<file path="config.mk">
export PLATFORM = sky130hd
export DESIGN_NAME = pascal_subset_tokenizer
export DESIGN_NICKNAME = d
export VERILOG_FILES = /design/src/rtl/pst_pkg.sv /design/src/rtl/pascal_subset_tokenizer.sv /design/src/rtl/pst_kw_match.sv /design/src/rtl/pst_scan.sv /design/src/rtl/pst_out_fifo.sv
export SDC_FILE = /design/constraint.sdc
export NUM_CORES = 1
export LEC_CHECK = 0
export BUFFER_PORTS_ARGS = -buffer_cell sky130_fd_sc_hd__buf_2
export CAP_MARGIN = 25
export CELL_PAD_IN_SITES_DETAIL_PLACEMENT = 1
export CELL_PAD_IN_SITES_GLOBAL_PLACEMENT = 2
export CORE_UTILIZATION = 39
export CTS_BUF_LIST = sky130_fd_sc_hd__clkbuf_8 sky130_fd_sc_hd__clkbuf_16
export DETAILED_ROUTE_END_ITERATION = 10
export PLACE_DENSITY_LB_ADDON = 0.1
export SYNTH_ARGS = -nofsm -noshare
export SYNTH_HDL_FRONTEND = slang
export SYNTH_HIERARCHICAL = 1
export SYNTH_SLANG_ARGS = --single-unit
</file>
<file path="constraint.sdc">
create_clock -name i_clk -period 5.9 [get_ports i_clk]
set_input_delay 0.59 -clock i_clk [delete_from_list [all_inputs] [get_ports i_clk]]
set_output_delay 0.59 -clock i_clk [all_outputs]
set_load 0.02 [all_outputs]
</file>
<file path="src/rtl/pst_pkg.sv">
`default_nettype none

package pst_pkg;

    localparam int POSITION_BITS_DEF = 16;
    localparam int KEYWORD_CHARS_DEF = 7;

    localparam int LEN_BITS   = 16;
    localparam int CHAR_BITS  = 7;
    localparam int KW_COUNT   = 7;
    localparam int KW_MAX_LEN = 7;

    localparam int OUT_DEPTH = 4;
    localparam int PTR_BITS  = $clog2(OUT_DEPTH);
    localparam int CNT_BITS  = $clog2(OUT_DEPTH + 1);

    typedef enum logic [4:0] {
        K_EOF       = 5'd0,
        K_INT       = 5'd1,
        K_REAL      = 5'd2,
        K_IDENT     = 5'd3,
        K_BEGIN     = 5'd4,
        K_END       = 5'd5,
        K_DIV       = 5'd6,
        K_PROGRAM   = 5'd7,
        K_VAR       = 5'd8,
        K_INTEGER   = 5'd9,
        K_REALWORD  = 5'd10,
        K_PLUS      = 5'd11,
        K_MINUS     = 5'd12,
        K_MUL       = 5'd13,
        K_SLASH     = 5'd14,
        K_LPAREN    = 5'd15,
        K_RPAREN    = 5'd16,
        K_SEMI      = 5'd17,
        K_DOT       = 5'd18,
        K_COMMA     = 5'd19,
        K_COLON     = 5'd20,
        K_ASSIGN    = 5'd21,
        K_ERROR     = 5'd22
    } t_kind;

    typedef enum logic [6:0] {
        M_IDLE    = 7'b0000001,
        M_COMMENT = 7'b0000010,
        M_INT     = 7'b0000100,
        M_REAL    = 7'b0001000,
        M_WORD    = 7'b0010000,
        M_COLON   = 7'b0100000,
        M_ERROR   = 7'b1000000
    } t_mode;

    typedef struct packed {
        t_kind               kind;
        logic [LEN_BITS-1:0] start;
        logic [LEN_BITS-1:0] len;
        logic                last;
    } t_result;

    // Up to two tokens produced by one input word.
    typedef struct packed {
        logic [1:0] count;
        t_result    r0;
        t_result    r1;
    } t_results;

    localparam logic [KW_MAX_LEN*8-1:0] KW_TEXT [KW_COUNT] = '{
        "begin", "end", "div", "program", "var", "integer", "real"
    };
    localparam int KW_LEN [KW_COUNT] = '{5, 3, 3, 7, 3, 7, 4};

    // Character i of keyword k, zero past its end. The string constants are
    // right-justified, so the first character sits in the highest used byte.
    function automatic logic [CHAR_BITS-1:0] kw_char(input int k, input int i);
        logic [CHAR_BITS-1:0] c;
        c = '0;
        if (i < KW_LEN[k]) begin
            c = KW_TEXT[k][(KW_LEN[k] - 1 - i) * 8 +: CHAR_BITS];
        end
        return c;
    endfunction

endpackage

`default_nettype wire

</file>
<file path="src/rtl/pascal_subset_tokenizer.sv">
`default_nettype none

// Streaming lexer for a small Pascal subset.
// Input channel (i_valid / o_ready): one word per source byte (i_action = 0,
// byte on i_ch), or an end-of-text word (i_action = 1) that flushes the open
// token, sends the end token and returns the scanner to its start state.
// Output channel (o_valid / i_ready): one token per word with kind, start
// offset, length and o_last on the final token caused by an input word.
// An input word is scanned in the cycle it is accepted; its tokens enter a
// four-entry output queue and are presented from the head of that queue.
// Throughput is one input word per cycle while each word gives at most one
// token and the receiver takes every token; a word giving two tokens is read
// out one token at a time through the single read port of the output queue.
// o_ready is high while the queue has room for two tokens, so a stalled
// receiver backs up into the input and nothing is lost.
// Reset is synchronous and active low; it empties the queue and puts the
// scanner between tokens at offset zero.
module pascal_subset_tokenizer #(
    parameter int POSITION_BITS = pst_pkg::POSITION_BITS_DEF,
    parameter int KEYWORD_CHARS = pst_pkg::KEYWORD_CHARS_DEF
) (
    input  wire logic        i_clk,
    input  wire logic        i_rst_n,
    input  wire logic        i_valid,
    output logic             o_ready,
    input  wire logic        i_action,
    input  wire logic [7:0]  i_ch,
    output logic             o_valid,
    input  wire logic        i_ready,
    output logic [4:0]       o_token_kind,
    output logic [15:0]      o_start_pos,
    output logic [15:0]      o_token_len,
    output logic             o_last
);

    pst_pkg::t_results scan_res;
    pst_pkg::t_result  head;
    logic [pst_pkg::CNT_BITS-1:0] fifo_count;
    logic accept;

    assign o_ready = (fifo_count <= pst_pkg::CNT_BITS'(pst_pkg::OUT_DEPTH - 2));
    assign accept  = i_valid && o_ready;
    assign o_valid = (fifo_count != '0);

    pst_scan #(
        .POSITION_BITS(POSITION_BITS),
        .KEYWORD_CHARS(KEYWORD_CHARS)
    ) u_scan (
        .i_clk   (i_clk),
        .i_rst_n (i_rst_n),
        .i_accept(accept),
        .i_action(i_action),
        .i_ch    (i_ch),
        .o_res   (scan_res)
    );

    pst_out_fifo u_out_fifo (
        .i_clk  (i_clk),
        .i_rst_n(i_rst_n),
        .i_wr   (scan_res),
        .i_rd   (o_valid && i_ready),
        .o_head (head),
        .o_count(fifo_count)
    );

    assign o_token_kind = head.kind;
    assign o_start_pos  = head.start;
    assign o_token_len  = head.len;
    assign o_last       = head.last;

`ifndef SYNTH
    a_queue_bound: assert property (@(posedge i_clk) disable iff (!i_rst_n)
        fifo_count <= pst_pkg::CNT_BITS'(pst_pkg::OUT_DEPTH))
        else $error("output queue overflow");

    a_end_gives_token: assert property (@(posedge i_clk) disable iff (!i_rst_n)
        accept && i_action |-> scan_res.count != 2'd0)
        else $error("end of text produced no token");

    a_eof_shape: assert property (@(posedge i_clk) disable iff (!i_rst_n)
        o_valid && o_token_kind == pst_pkg::K_EOF |-> o_last && o_token_len == 16'd0)
        else $error("end token malformed");

    a_reset_empty: assert property (@(posedge i_clk)
        i_rst_n && $past(!i_rst_n) |-> !o_valid)
        else $error("output valid right after reset");
`endif

endmodule

`default_nettype wire

</file>
<file path="src/rtl/pst_kw_match.sv">
`default_nettype none

module pst_kw_match #(
    parameter int KEYWORD_CHARS = pst_pkg::KEYWORD_CHARS_DEF
) (
    input  wire logic [pst_pkg::CHAR_BITS-1:0] i_prefix [KEYWORD_CHARS],
    input  wire logic [pst_pkg::LEN_BITS-1:0]  i_word_len,
    output pst_pkg::t_kind                     o_kind
);

    // All keywords are compared in parallel; the first match in table order wins.
    always_comb begin
        logic hit;
        o_kind = pst_pkg::K_IDENT;
        for (int k = pst_pkg::KW_COUNT - 1; k >= 0; k--) begin
            hit = (i_word_len == pst_pkg::LEN_BITS'(pst_pkg::KW_LEN[k]));
            for (int i = 0; i < KEYWORD_CHARS; i++) begin
                if (i_prefix[i] != pst_pkg::kw_char(k, i)) begin
                    hit = 1'b0;
                end
            end
            if (hit) begin
                o_kind = pst_pkg::t_kind'(5'(int'(pst_pkg::K_BEGIN) + k));
            end
        end
    end

endmodule

`default_nettype wire

</file>
<file path="src/rtl/pst_scan.sv">
`default_nettype none

module pst_scan #(
    parameter int POSITION_BITS = pst_pkg::POSITION_BITS_DEF,
    parameter int KEYWORD_CHARS = pst_pkg::KEYWORD_CHARS_DEF
) (
    input  wire logic       i_clk,
    input  wire logic       i_rst_n,
    input  wire logic       i_accept,
    input  wire logic       i_action,
    input  wire logic [7:0] i_ch,
    output pst_pkg::t_results o_res
);

    localparam int LB = pst_pkg::LEN_BITS;
    localparam int CB = pst_pkg::CHAR_BITS;

    pst_pkg::t_mode r_mode, n_mode;
    logic [POSITION_BITS-1:0] r_pos, n_pos;
    logic [POSITION_BITS-1:0] r_start, n_start;
    logic [LB-1:0]            r_wlen, n_wlen;
    logic [CB-1:0]            r_prefix [KEYWORD_CHARS];
    logic [CB-1:0]            n_prefix [KEYWORD_CHARS];

    pst_pkg::t_kind  kw_kind;
    pst_pkg::t_kind  punct_kind;
    logic            c_digit, c_alpha, c_word, c_space, c_punct;
    logic [CB-1:0]   c_low;
    logic            p_has;
    pst_pkg::t_result p_res;
    pst_pkg::t_result a_res, b_res;
    logic            a_has, b_has;
    logic            brk;

    function automatic logic [LB-1:0] clamp_pos(input logic [POSITION_BITS-1:0] p);
        logic [POSITION_BITS+LB-1:0] w;
        w = (POSITION_BITS + LB)'(p);
        if (w > (POSITION_BITS + LB)'({LB{1'b1}})) begin
            return {LB{1'b1}};
        end
        return w[LB-1:0];
    endfunction

    pst_kw_match #(
        .KEYWORD_CHARS(KEYWORD_CHARS)
    ) u_kw_match (
        .i_prefix  (r_prefix),
        .i_word_len(r_wlen),
        .o_kind    (kw_kind)
    );

    assign c_digit = (i_ch >= 8'h30) && (i_ch <= 8'h39);
    assign c_alpha = ((i_ch >= 8'h61) && (i_ch <= 8'h7a)) || ((i_ch >= 8'h41) && (i_ch <= 8'h5a));
    assign c_word  = c_alpha || c_digit || (i_ch == 8'h5f);
    assign c_space = (i_ch == 8'h20) || ((i_ch >= 8'h09) && (i_ch <= 8'h0d));
    assign c_low   = ((i_ch >= 8'h41) && (i_ch <= 8'h5a)) ? CB'(i_ch + 8'd32) : i_ch[CB-1:0];

    always_comb begin
        c_punct    = 1'b1;
        punct_kind = pst_pkg::K_ERROR;
        unique case (i_ch)
            8'h2b:   punct_kind = pst_pkg::K_PLUS;
            8'h2d:   punct_kind = pst_pkg::K_MINUS;
            8'h2a:   punct_kind = pst_pkg::K_MUL;
            8'h2f:   punct_kind = pst_pkg::K_SLASH;
            8'h28:   punct_kind = pst_pkg::K_LPAREN;
            8'h29:   punct_kind = pst_pkg::K_RPAREN;
            8'h3b:   punct_kind = pst_pkg::K_SEMI;
            8'h2e:   punct_kind = pst_pkg::K_DOT;
            8'h2c:   punct_kind = pst_pkg::K_COMMA;
            default: c_punct = 1'b0;
        endcase
    end

    // Token that is still open and gets closed by the current word.
    always_comb begin
        p_has       = 1'b1;
        p_res       = '0;
        p_res.start = clamp_pos(r_start);
        p_res.len   = r_wlen;
        unique case (r_mode)
            pst_pkg::M_INT:   p_res.kind = pst_pkg::K_INT;
            pst_pkg::M_REAL:  p_res.kind = pst_pkg::K_REAL;
            pst_pkg::M_WORD:  p_res.kind = kw_kind;
            pst_pkg::M_COLON: begin
                p_res.kind = pst_pkg::K_COLON;
                p_res.len  = LB'(1);
            end
            default:          p_has = 1'b0;
        endcase
    end

    always_comb begin
        n_mode   = r_mode;
        n_pos    = r_pos;
        n_start  = r_start;
        n_wlen   = r_wlen;
        n_prefix = r_prefix;
        a_has    = 1'b0;
        b_has    = 1'b0;
        a_res    = '0;
        b_res    = '0;
        brk      = 1'b0;
        if (i_accept) begin
            if (i_action) begin
                // End of text: close the open token, send the end token, restart.
                if (p_has) begin
                    a_has = 1'b1;
                    a_res = p_res;
                    b_has = 1'b1;
                    b_res.kind  = pst_pkg::K_EOF;
                    b_res.start = clamp_pos(r_pos);
                end else begin
                    a_has = 1'b1;
                    a_res.kind  = pst_pkg::K_EOF;
                    a_res.start = clamp_pos(r_pos);
                end
                n_mode  = pst_pkg::M_IDLE;
                n_pos   = '0;
                n_start = '0;
                n_wlen  = '0;
                for (int i = 0; i < KEYWORD_CHARS; i++) begin
                    n_prefix[i] = '0;
                end
            end else begin
                if (r_pos != {POSITION_BITS{1'b1}}) begin
                    n_pos = r_pos + 1'b1;
                end
                unique case (r_mode)
                    pst_pkg::M_ERROR: ;
                    pst_pkg::M_COMMENT: begin
                        if (i_ch == 8'h7d) begin
                            n_mode = pst_pkg::M_IDLE;
                        end
                    end
                    pst_pkg::M_INT: begin
                        if (c_digit || i_ch == 8'h2e) begin
                            if (r_wlen != {LB{1'b1}}) begin
                                n_wlen = r_wlen + 1'b1;
                            end
                            if (!c_digit) begin
                                n_mode = pst_pkg::M_REAL;
                            end
                        end else begin
                            brk = 1'b1;
                        end
                    end
                    pst_pkg::M_REAL: begin
                        if (c_digit) begin
                            if (r_wlen != {LB{1'b1}}) begin
                                n_wlen = r_wlen + 1'b1;
                            end
                        end else begin
                            brk = 1'b1;
                        end
                    end
                    pst_pkg::M_WORD: begin
                        if (c_word) begin
                            for (int i = 0; i < KEYWORD_CHARS; i++) begin
                                if (r_wlen == LB'(i)) begin
                                    n_prefix[i] = c_low;
                                end
                            end
                            if (r_wlen != {LB{1'b1}}) begin
                                n_wlen = r_wlen + 1'b1;
                            end
                        end else begin
                            brk = 1'b1;
                        end
                    end
                    pst_pkg::M_COLON: begin
                        if (i_ch == 8'h3d) begin
                            a_has       = 1'b1;
                            a_res.kind  = pst_pkg::K_ASSIGN;
                            a_res.start = clamp_pos(r_start);
                            a_res.len   = LB'(2);
                            n_mode      = pst_pkg::M_IDLE;
                        end else begin
                            brk = 1'b1;
                        end
                    end
                    pst_pkg::M_IDLE: brk = 1'b1;
                endcase

                if (brk) begin
                    a_has  = p_has;
                    a_res  = p_res;
                    n_mode = pst_pkg::M_IDLE;
                    if (c_space) begin
                        n_mode = pst_pkg::M_IDLE;
                    end else if (i_ch == 8'h7b) begin
                        n_mode = pst_pkg::M_COMMENT;
                    end else if (c_word || i_ch == 8'h3a) begin
                        if (c_digit) begin
                            n_mode = pst_pkg::M_INT;
                        end else if (c_word) begin
                            n_mode = pst_pkg::M_WORD;
                        end else begin
                            n_mode = pst_pkg::M_COLON;
                        end
                        n_start = r_pos;
                        n_wlen  = LB'(1);
                        for (int i = 0; i < KEYWORD_CHARS; i++) begin
                            n_prefix[i] = '0;
                        end
                        n_prefix[0] = c_low;
                    end else begin
                        // Punctuation or a bad byte gives a one-byte token at once.
                        if (p_has) begin
                            b_has       = 1'b1;
                            b_res.kind  = punct_kind;
                            b_res.start = clamp_pos(r_pos);
                            b_res.len   = LB'(1);
                        end else begin
                            a_has       = 1'b1;
                            a_res.kind  = punct_kind;
                            a_res.start = clamp_pos(r_pos);
                            a_res.len   = LB'(1);
                        end
                        if (!c_punct) begin
                            n_mode = pst_pkg::M_ERROR;
                        end
                    end
                end
            end
        end

        if (b_has) begin
            b_res.last = 1'b1;
        end else begin
            a_res.last = a_has;
        end
        o_res.count = {1'b0, a_has} + {1'b0, b_has};
        o_res.r0    = a_res;
        o_res.r1    = b_res;
    end

    always_ff @(posedge i_clk) begin
        if (!i_rst_n) begin
            r_mode  <= pst_pkg::M_IDLE;
            r_pos   <= '0;
            r_start <= '0;
            r_wlen  <= '0;
            for (int i = 0; i < KEYWORD_CHARS; i++) begin
                r_prefix[i] <= '0;
            end
        end else begin
            r_mode   <= n_mode;
            r_pos    <= n_pos;
            r_start  <= n_start;
            r_wlen   <= n_wlen;
            r_prefix <= n_prefix;
        end
    end

endmodule

`default_nettype wire

</file>
<file path="src/rtl/pst_out_fifo.sv">
`default_nettype none

module pst_out_fifo (
    input  wire logic                        i_clk,
    input  wire logic                        i_rst_n,
    input  wire pst_pkg::t_results           i_wr,
    input  wire logic                        i_rd,
    output pst_pkg::t_result                 o_head,
    output logic [pst_pkg::CNT_BITS-1:0]     o_count
);

    localparam int PB = pst_pkg::PTR_BITS;
    localparam int CB = pst_pkg::CNT_BITS;

    pst_pkg::t_result r_mem [pst_pkg::OUT_DEPTH];
    logic [PB-1:0] r_wp, n_wp;
    logic [PB-1:0] r_rp, n_rp;
    logic [CB-1:0] r_count, n_count;

    // A word holding two tokens writes two consecutive entries.
    always_comb begin
        n_wp    = r_wp + PB'(i_wr.count);
        n_rp    = i_rd ? r_rp + PB'(1) : r_rp;
        n_count = r_count + CB'(i_wr.count) - CB'(i_rd);
    end

    always_ff @(posedge i_clk) begin
        if (i_wr.count != 2'd0) begin
            r_mem[r_wp] <= i_wr.r0;
        end
        if (i_wr.count == 2'd2) begin
            r_mem[r_wp + PB'(1)] <= i_wr.r1;
        end
    end

    always_ff @(posedge i_clk) begin
        if (!i_rst_n) begin
            r_wp    <= '0;
            r_rp    <= '0;
            r_count <= '0;
        end else begin
            r_wp    <= n_wp;
            r_rp    <= n_rp;
            r_count <= n_count;
        end
    end

    assign o_head  = r_mem[r_rp];
    assign o_count = r_count;

endmodule

`default_nettype wire
</file>
==> results of run 1 <==
-- path summary, 6_finish.rpt --
kind | slack [ps] | startpoint | depth (start not counted) | end
setup reg to reg | 1260 | u_scan/r_mode[6]$_SDFFE_PN0P_ | 13 | u_out_fifo/r_mem[0][0]$_DFFE_PP_
setup / recovery | 1260 | u_scan/r_mode[6]$_SDFFE_PN0P_ | 13 | u_out_fifo/r_mem[0][0]$_DFFE_PP_
hold / removal | 490 | u_scan/r_start[7]$_SDFFE_PN0P_ | 1 | u_scan/r_start[7]$_SDFFE_PN0P_
hold reg to reg | 490 | u_scan/r_start[7]$_SDFFE_PN0P_ | 1 | u_scan/r_start[7]$_SDFFE_PN0P_
-- Yosys cell counts, types with 5 or more instances --
library cell | n | area [sq um]
edfxtp_1 | 152 | 4560
dfxtp_1 | 113 | 2260
mux2_2 | 112 | 1260
nor3_1 | 76 | 380
nor2_1 | 52 | 195
mux2i_1 | 45 | 450
nand3_1 | 40 | 200
and2_1 | 38 | 238
mux2_4 | 38 | 571
mux4_2 | 38 | 856
nand2_1 | 38 | 143
a21oi_1 | 37 | 185
buf_2 | 31 | 155
clkbuf_1 | 31 | 116
buf_4 | 26 | 195
nand4_1 | 25 | 156
o21ai_0 | 25 | 125
inv_1 | 21 | 78.8
a32o_1 | 18 | 180
nor4_1 | 17 | 106
and3_1 | 15 | 93.8
xor2_1 | 14 | 123
ha_1 | 13 | 163
xnor2_1 | 13 | 114
a22o_1 | 12 | 105
nand2b_1 | 12 | 75.1
and4_1 | 8 | 70.1
buf_6 | 8 | 90.1
a211oi_1 | 5 | 37.5
a31oi_1 | 5 | 31.3
and4b_1 | 5 | 50.1
nand4b_1 | 5 | 43.8
o21a_1 | 5 | 37.5
or4_1 | 5 | 37.5
-- metal layers --
layer | vias up | track usage, %
li1 | 4680 | -
met1 | 5056 | 30.3
met2 | 164 | 33.7
met3 | 37 | 3.09
met4 | 0 | 4.78
met5 | - | 0
-- worst reg2reg max path: stages (launching register included) --
cell,delay [ps]
dfxtp_1,360
or4_4,600
a311oi_1,240
nor3b_2,370
nor3_1,150
o21a_2,330
nor3_4,540
inv_1,110
ha_1,340
inv_1,250
nand4b_1,160
buf_4,210
buf_4,330
mux2_2,390
-- flip-flops by register name, summed over array words and instances, names as in the netlist, named ones only --
signal              flops
u_out_fifo/r_mem      152
u_scan/r_prefix        49
u_out_fifo/r_wp         2
u_out_fifo/r_rp         2
u_scan/r_wlen          16
u_scan/r_mode           7
u_scan/r_pos           16
u_out_fifo/o_count      3
u_scan/r_start         16
-- logic make-up (layout without fill, tap and decap cells) --
| group | Yosys count | count (layout) |
|---|---|---|
| xor gates and xnor gates | 29 | 29 |
| adders and majority gates | 14 | 14 |
| other | 2 | 16 |
| buffers and inverters | 123 | 156 |
| AOI/OAI and AO/OA | 150 | 150 |
| DFF | 265 | 265 |
| muxes | 235 | 235 |
| and+or+nand+nor | 390 | 390 |
-- power groups by stage --
stage	sequential (uW)	combinational [uW]	clock, uW
after global placement	2230	1140	0
final	2200	1130	1910
after global routing	2210	1220	2050
after floorplan	2180	849	0
after CTS	2200	1160	1990
after detailed placement	2240	1150	0
-- cell type report --
| cell class | instances | area, sq um | area share, % |
|---|---|---|---|
| sequential | 265 | 6830 | 42.1 |
| tap | 468 | 586 | 3.61 |
| multi-input combinational | 834 | 7180 | 44.3 |
| inverter | 23 | 86.3 | 0.532 |
| clock buffer | 36 | 890 | 5.49 |
| clock inverter | 21 | 136 | 0.841 |
| timing repair buffer | 76 | 503 | 3.10 |
-- per-stage QoR --
step           utilization, %  hold WS [ps]  cells  total power [uW]  worst slack, ps
2_1_floorplan               -           454   1222              3030              624
6_report                 44.2           492   1723              5240             1260
4_1_cts                  44.2           476   1723              5340             1260
3_5_place_dp             41.4           481   1666              3390              842
3_3_place_gp             41.3           474   1664              3370              950
5_1_grt                  44.2           509   1723              5490              926
==> results.cfg, run 1 <==
[finish]
areaGrowthSynthToFinish_pct = 11.3
n_fill_cell = 3824
antenna_cells_inserted = 0
final_cell_mix = edfxtp_1, mux2_2, dfxtp_1, nor3_1, buf_2
final_common_cell = edfxtp_1
drive_above_1_share_pct = 28.0
fin_nets = 1261
final_area_sq_um = 16200

[timing]
setup_total_negative_slack_ps = 0
timing_worst_slew_pin_value_ps = 1070
worst_slew_margin_rel_pct = 28.4
finalSetupViolCount = 0
slew_viol_final = 0
min_period_over_period_pct = 78.6
setup_repair_after_global_routing_missed_its_margin = false
finalWorstPathRequiredPeriod_ps = 4640
maximum_clock_rate_ghz = 0.216
number_of_endpoints_with_negative_hold_slack_in_the_final_report = 0
clock-skew-final_ps = 15.2

[worst_setup_path]
crit_family = simple AND/OR/NAND/NOR gates
timing.critical_path.slowest_cell_delay_ps = 600
critical_path_cell_by_cell = or4_4 -> a311oi_1 -> nor3b_2 -> nor3_1 -> o21a_2 -> nor3_4 -> inv_1 -> ha_1 -> inv_1 -> nand4b_1 -> buf_4 -> buf_4 -> mux2_2
cp-end-kind = flip-flop
timing.setup.critical_path_class = flip-flop to flip-flop
crit_arrival_ps = 4900
cp_data_required_time_ps = 6160
worst_setup_path_start_kind = flip-flop
crit_path_max_fanout = 22
critical_path.n_buffers_inverters = 4
timing.critical_path.slowest_stage_cell = or4_4

[power]
internal_power_uw = 3690
power.ir.vdd_worst_mv = 0.187
share_seq_of_total_power_pct = 41.9
clkPwrFrac_pct = 36.5
power.share.switching_pct = 29.6
p_leak_uw = 0.00611
p_comb_share_pct = 21.6
p_switching_uw = 1550
p_per_area_nw_per_um2 = 323

[yosys]
synth_async_sr_flop_share_pct = 0
synth_area_sq_um = 14600
synth_seq_cells = 265
synth_fa_ha_area_share_pct = 1.25
synth_top_family_by_area = multiplexers
synth_xor_xnor_area_share_pct = 1.94
synth_mux_area_share_pct = 21.7
number_of_cells_produced_by_synthesis = 1208
synth-simple-area-share_pct = 16.2
warning_count_from_the_yosys_run = 6
ys.flop_type = edfxtp_1
yosys.cell_types.count = 95
number_of_flops_mapped_to_enable_cells_by_yosys = 152
post_synth.cell_area_avg_sq_um = 12.1
synth_compound_area_share_pct = 7.52
seq_area_frac_synth_pct = 46.9

[worst_hold_path]
hold_path_class = flip-flop to flip-flop

[clock_tree]
post-cts-setup-buffers = 0
h-tree-depth = 2
cts.sink_count = 265
cts_max_path_buffers = 3
cts_repair_resize_count = 0
hold_buffers = 0
clock_tree_from_tritoncts = yes
clock-root-buffer = clkbuf_16
cts-buffers-inserted = 34
cts.clk_slew.worst_paths_ps = 50
clk-insertion-delay-late_ps = 530

[placed_design]
gp_routability_congestion = 0.784
detailed_place.area_sq_um = 15200
post-dp-hpwl_mm = 27.3
port_buffers = 52

[route]
route.final.wire_length_mm = 40.2
drt-initial-drc-count = 566
met3_length_mm = 1.48
dr.max_layer_used = met4
viasPerCell = 5.77
route.detailed.drc = 0
met1_length_mm = 19.6
drt.antenna.violating_nets = 0
routed-wl-met2_mm = 18.5
vias = 9937
firstDrtPassIters = 5
wl_per_cell_microns = 23.3

[floorplan]
core_area_sq_um = 36700
starting_utilization_of_the_core_area_pct = 39.7
fp-row-count = 70
vertical_die_dimension_microns = 195
ioPinCount = 53
die_area_sq_um = 38100
fp.dieW_microns = 195

[global_routing]
via_count_of_the_first_global_routing_pass = 10100
largest_net_degree_at_the_start_of_global_routing = 57
overflow = 0
antenna_found_initial = 0
wire_length_of_the_first_global_routing_pass_mm = 62.0
track_usage_pct = 21.2

[status]
outcome = complete, no violations

[job]
cap_viol_max_count = 0
Power figures use the tool's default switching activity.
==> run 2, diff against run 1 <==
--- a/config.mk
+++ b/config.mk
@@ -5,11 +5,12 @@
 export SDC_FILE = /design/constraint.sdc
 export NUM_CORES = 1
 export LEC_CHECK = 0
+export ABC_AREA = 1
 export BUFFER_PORTS_ARGS = -buffer_cell sky130_fd_sc_hd__buf_2
 export CAP_MARGIN = 25
 export CELL_PAD_IN_SITES_DETAIL_PLACEMENT = 1
 export CELL_PAD_IN_SITES_GLOBAL_PLACEMENT = 2
-export CORE_UTILIZATION = 39
+export CORE_UTILIZATION = 33
 export CTS_BUF_LIST = sky130_fd_sc_hd__clkbuf_8 sky130_fd_sc_hd__clkbuf_16
 export DETAILED_ROUTE_END_ITERATION = 10
 export PLACE_DENSITY_LB_ADDON = 0.1
==> constraint.sdc (replaced) <==
create_clock -name i_clk -period 4.2 [get_ports i_clk]
set_input_delay 0.42 -clock i_clk [delete_from_list [all_inputs] [get_ports i_clk]]
set_output_delay 0.42 -clock i_clk [all_outputs]
set_load 0.02 [all_outputs]
==> run 2 against run 1 <==
Compared with the run above: register-to-register slack lost 720 ps; clock power grew 65%; design area grew 11%; count of clock-buffer cells in the layout grew 3; setup slack lost 720 ps; total power grew 91%; clock skew grew 17 ps; fmax grew 27%; combinational power grew to 2.9 times the previous value; global-route usage grew 0.060 points; area after synthesis grew 10%.
==> results.cfg, run 2 <==
[power]
power.share.switching_pct = 37.7
p_comb_share_pct = 33.3
p_switching_uw = 3770
share_seq_of_total_power_pct = 35.1
internal_power_uw = 6230
p_leak_uw = 0.00680
power.ir.vdd_worst_mv = 0.263
p_per_area_nw_per_um2 = 554
clkPwrFrac_pct = 31.6

[timing]
clock-skew-final_ps = 32.6
worst_slew_margin_rel_pct = 37.1
slew_viol_final = 0
finalWorstPathRequiredPeriod_ps = 3660
setup_repair_after_global_routing_missed_its_margin = false
setup_total_negative_slack_ps = 0
maximum_clock_rate_ghz = 0.273
setup_slack_ps = 538
timing_worst_slew_pin_value_ps = 937
final.hold.worst_slack_ps = 229
finalSetupViolCount = 0
number_of_endpoints_with_negative_hold_slack_in_the_final_report = 0
min_period_over_period_pct = 87.2

[floorplan]
die_area_sq_um = 49600
fp.dieW_microns = 223
starting_utilization_of_the_core_area_pct = 33.5
ioPinCount = 53
vertical_die_dimension_microns = 223
core_area_sq_um = 47900
fp-row-count = 80

[worst_setup_path]
timing.critical_path.slowest_cell_delay_ps = 520
crit_path_max_fanout = 38
critical_path.n_buffers_inverters = 4
crit_family = simple AND/OR/NAND/NOR gates
timing.setup.critical_path_class = flip-flop to flip-flop
cp_data_required_time_ps = 4380
worst_setup_path_start_kind = flip-flop
critical_path_cell_by_cell = inv_1 -> nor3_1 -> nand3_1 -> clkinv_1 -> nand4_2 -> nand3_4 -> nor3_2 -> nor3_1 -> ha_1 -> inv_1 -> nor2_1 -> o21ai_4 -> buf_4
timing.critical_path.slowest_stage_cell = buf_4
cp-end-kind = flip-flop
crit_arrival_ps = 3840
cp_num_cells = 13
timing.reg2reg.worst_path_depth = 13

[clock_tree]
hold_buffers = 0
cts_repair_resize_count = 0
clock_tree_from_tritoncts = yes
clock-root-buffer = clkbuf_16
cts_max_path_buffers = 3
clk-insertion-delay-late_ps = 550
post-cts-setup-buffers = 0
cts.clk_slew.worst_paths_ps = 60
cts.sink_count = 265
cts-buffers-inserted = 34
h-tree-depth = 2

[yosys]
warning_count_from_the_yosys_run = 6
synth_common_cells = nand2_1, inv_1, nor2_1
ys_top_cells_by_area = edfxtp_1, dfxtp_1, nand2_1, o21ai_0, inv_1
seq_area_frac_synth_pct = 42.5
synth_area_sq_um = 16100
post_synth.cell_area_avg_sq_um = 7.21
ys.flop_type = edfxtp_1
synth_async_sr_flop_share_pct = 0
number_of_cells_produced_by_synthesis = 2231
synth_top_area_share_pct = 28.4
number_of_flops_mapped_to_enable_cells_by_yosys = 152
most_used_standard_cell_by_instance_count_after_synthesis = nand2_1
yosys.cell_types.count = 52
synth_seq_cells = 265
post-synth-top-area-cell = edfxtp_1

[global_routing]
largest_net_degree_at_the_start_of_global_routing = 90
overflow = 0
via_count_of_the_first_global_routing_pass = 14500
track_usage_pct = 21.2
wire_length_of_the_first_global_routing_pass_mm = 82.8
antenna_found_initial = 0

[worst_hold_path]
hold_path_class = primary input to flip-flop
worst_hold_path_depth = 4

[finish]
largestRegisters = u_out_fifo/r_mem (152), u_scan/r_prefix (49)
fin_nets = 2269
final_cell_mix = nand2_1, inv_1, nor2_1, o21ai_0, edfxtp_1
n_fill_cell = 5938
largest_register_ffs = 152
register_area_sq_um = 6830
antenna_cells_inserted = 0
drive_above_1_share_pct = 10.9
areaGrowthSynthToFinish_pct = 12.3
final_cell_count_no_fill = 2883
multiInputGateArea_sq_um = 7530
final_common_cell = nand2_1
register_with_the_most_flip_flops = u_out_fifo/r_mem

[route]
vias = 14700
wl_per_cell_microns = 18.1
drt.antenna.violating_nets = 0
firstDrtPassIters = 5
drt-initial-drc-count = 789
route.detailed.drc = 0
viasPerCell = 5.10
route.final.wire_length_mm = 52.1

[placed_design]
gp_routability_congestion = 0.836
worst_slack_at_placement_ps = 248
port_buffers = 52
placed_cells_incl_taps = 2821
post-dp-hpwl_mm = 36.8

[status]
outcome = complete, no violations

[job]
cap_viol_max_count = 0
## run 2: metal layers
metal  routed length (microns)  track usage, %
met5                         0               0
met3                      1620            2.51
met1                     26800            31.1
met2                     22900            33.2
met4                       800            4.61
## run 2: worst register-to-register path: stages (launching register included)
cell	delay, ps
dfxtp_1	350
inv_1	60
nor3_1	250
nand3_1	220
clkinv_1	270
nand4_2	210
nand3_4	220
nor3_2	100
nor3_1	290
ha_1	290
inv_1	150
nor2_1	200
o21ai_4	160
buf_4	520
## run 2: path summary, 6_finish.rpt
path	start	end	slack [ps]
worst max-delay path	u_scan/r_mode[4]$_SDFFE_PN0P_	u_out_fifo/r_mem[3][10]$_DFFE_PP_	540
worst min-delay path	i_ready	u_out_fifo/r_rp[0]$_SDFFE_PN0P_	230
worst max register to register	u_scan/r_mode[4]$_SDFFE_PN0P_	u_out_fifo/r_mem[3][10]$_DFFE_PP_	540
worst min register to register	u_out_fifo/r_rp[1]$_SDFFE_PN0P_	flip-flop	480
## run 2: cell families (layout without fill, tap and decap cells)
| kind of cell | count (synthesis) | after routing | synth area share, % |
|---|---|---|---|
| AO/OA/AOI/OAI | 498 | 498 | 17.2 |
| flip-flops | 265 | 265 | 42.5 |
| AND/OR/NAND/NOR | 1036 | 1036 | 27.7 |
| XOR/XNOR | 2 | 2 | 0.109 |
| other | 2 | 16 | 0.0467 |
| adder cells (fa/ha/maj) | 14 | 14 | 1.14 |
| buffers and inverters | 414 | 437 | 11.4 |
## run 2: power by group through the flow
stage / Clock, uW / Sequential (uW) / Combinational [uW]
after detailed placement: 0 / 3570 / 3370
after CTS: 3250 / 3510 / 3390
after floorplan: 0 / 3430 / 2400
after global routing: 3330 / 3550 / 3740
final: 3160 / 3500 / 3330
after global placement: 0 / 3550 / 3300
## run 2: cell type report
cell class              count  share of cell area (%)
flip-flops and latches    265                    37.8
multi-input cells        1566                    41.7
inverters                 287                    5.96
clock inverters            23                    1.56
clock buffers              39                    5.15
repair buffers             88                    3.56
well taps                 615                    4.26
## run 2: stage by stage
stage	instance area (sq um)	total power (uW)	util (%)
CTS	18100	10100	37.7
global placement	16800	6850	35.1
finish	18100	10000	37.7
detailed placement	16800	6940	35.1
global route	18100	10600	37.7
floorplan	16100	5830	-
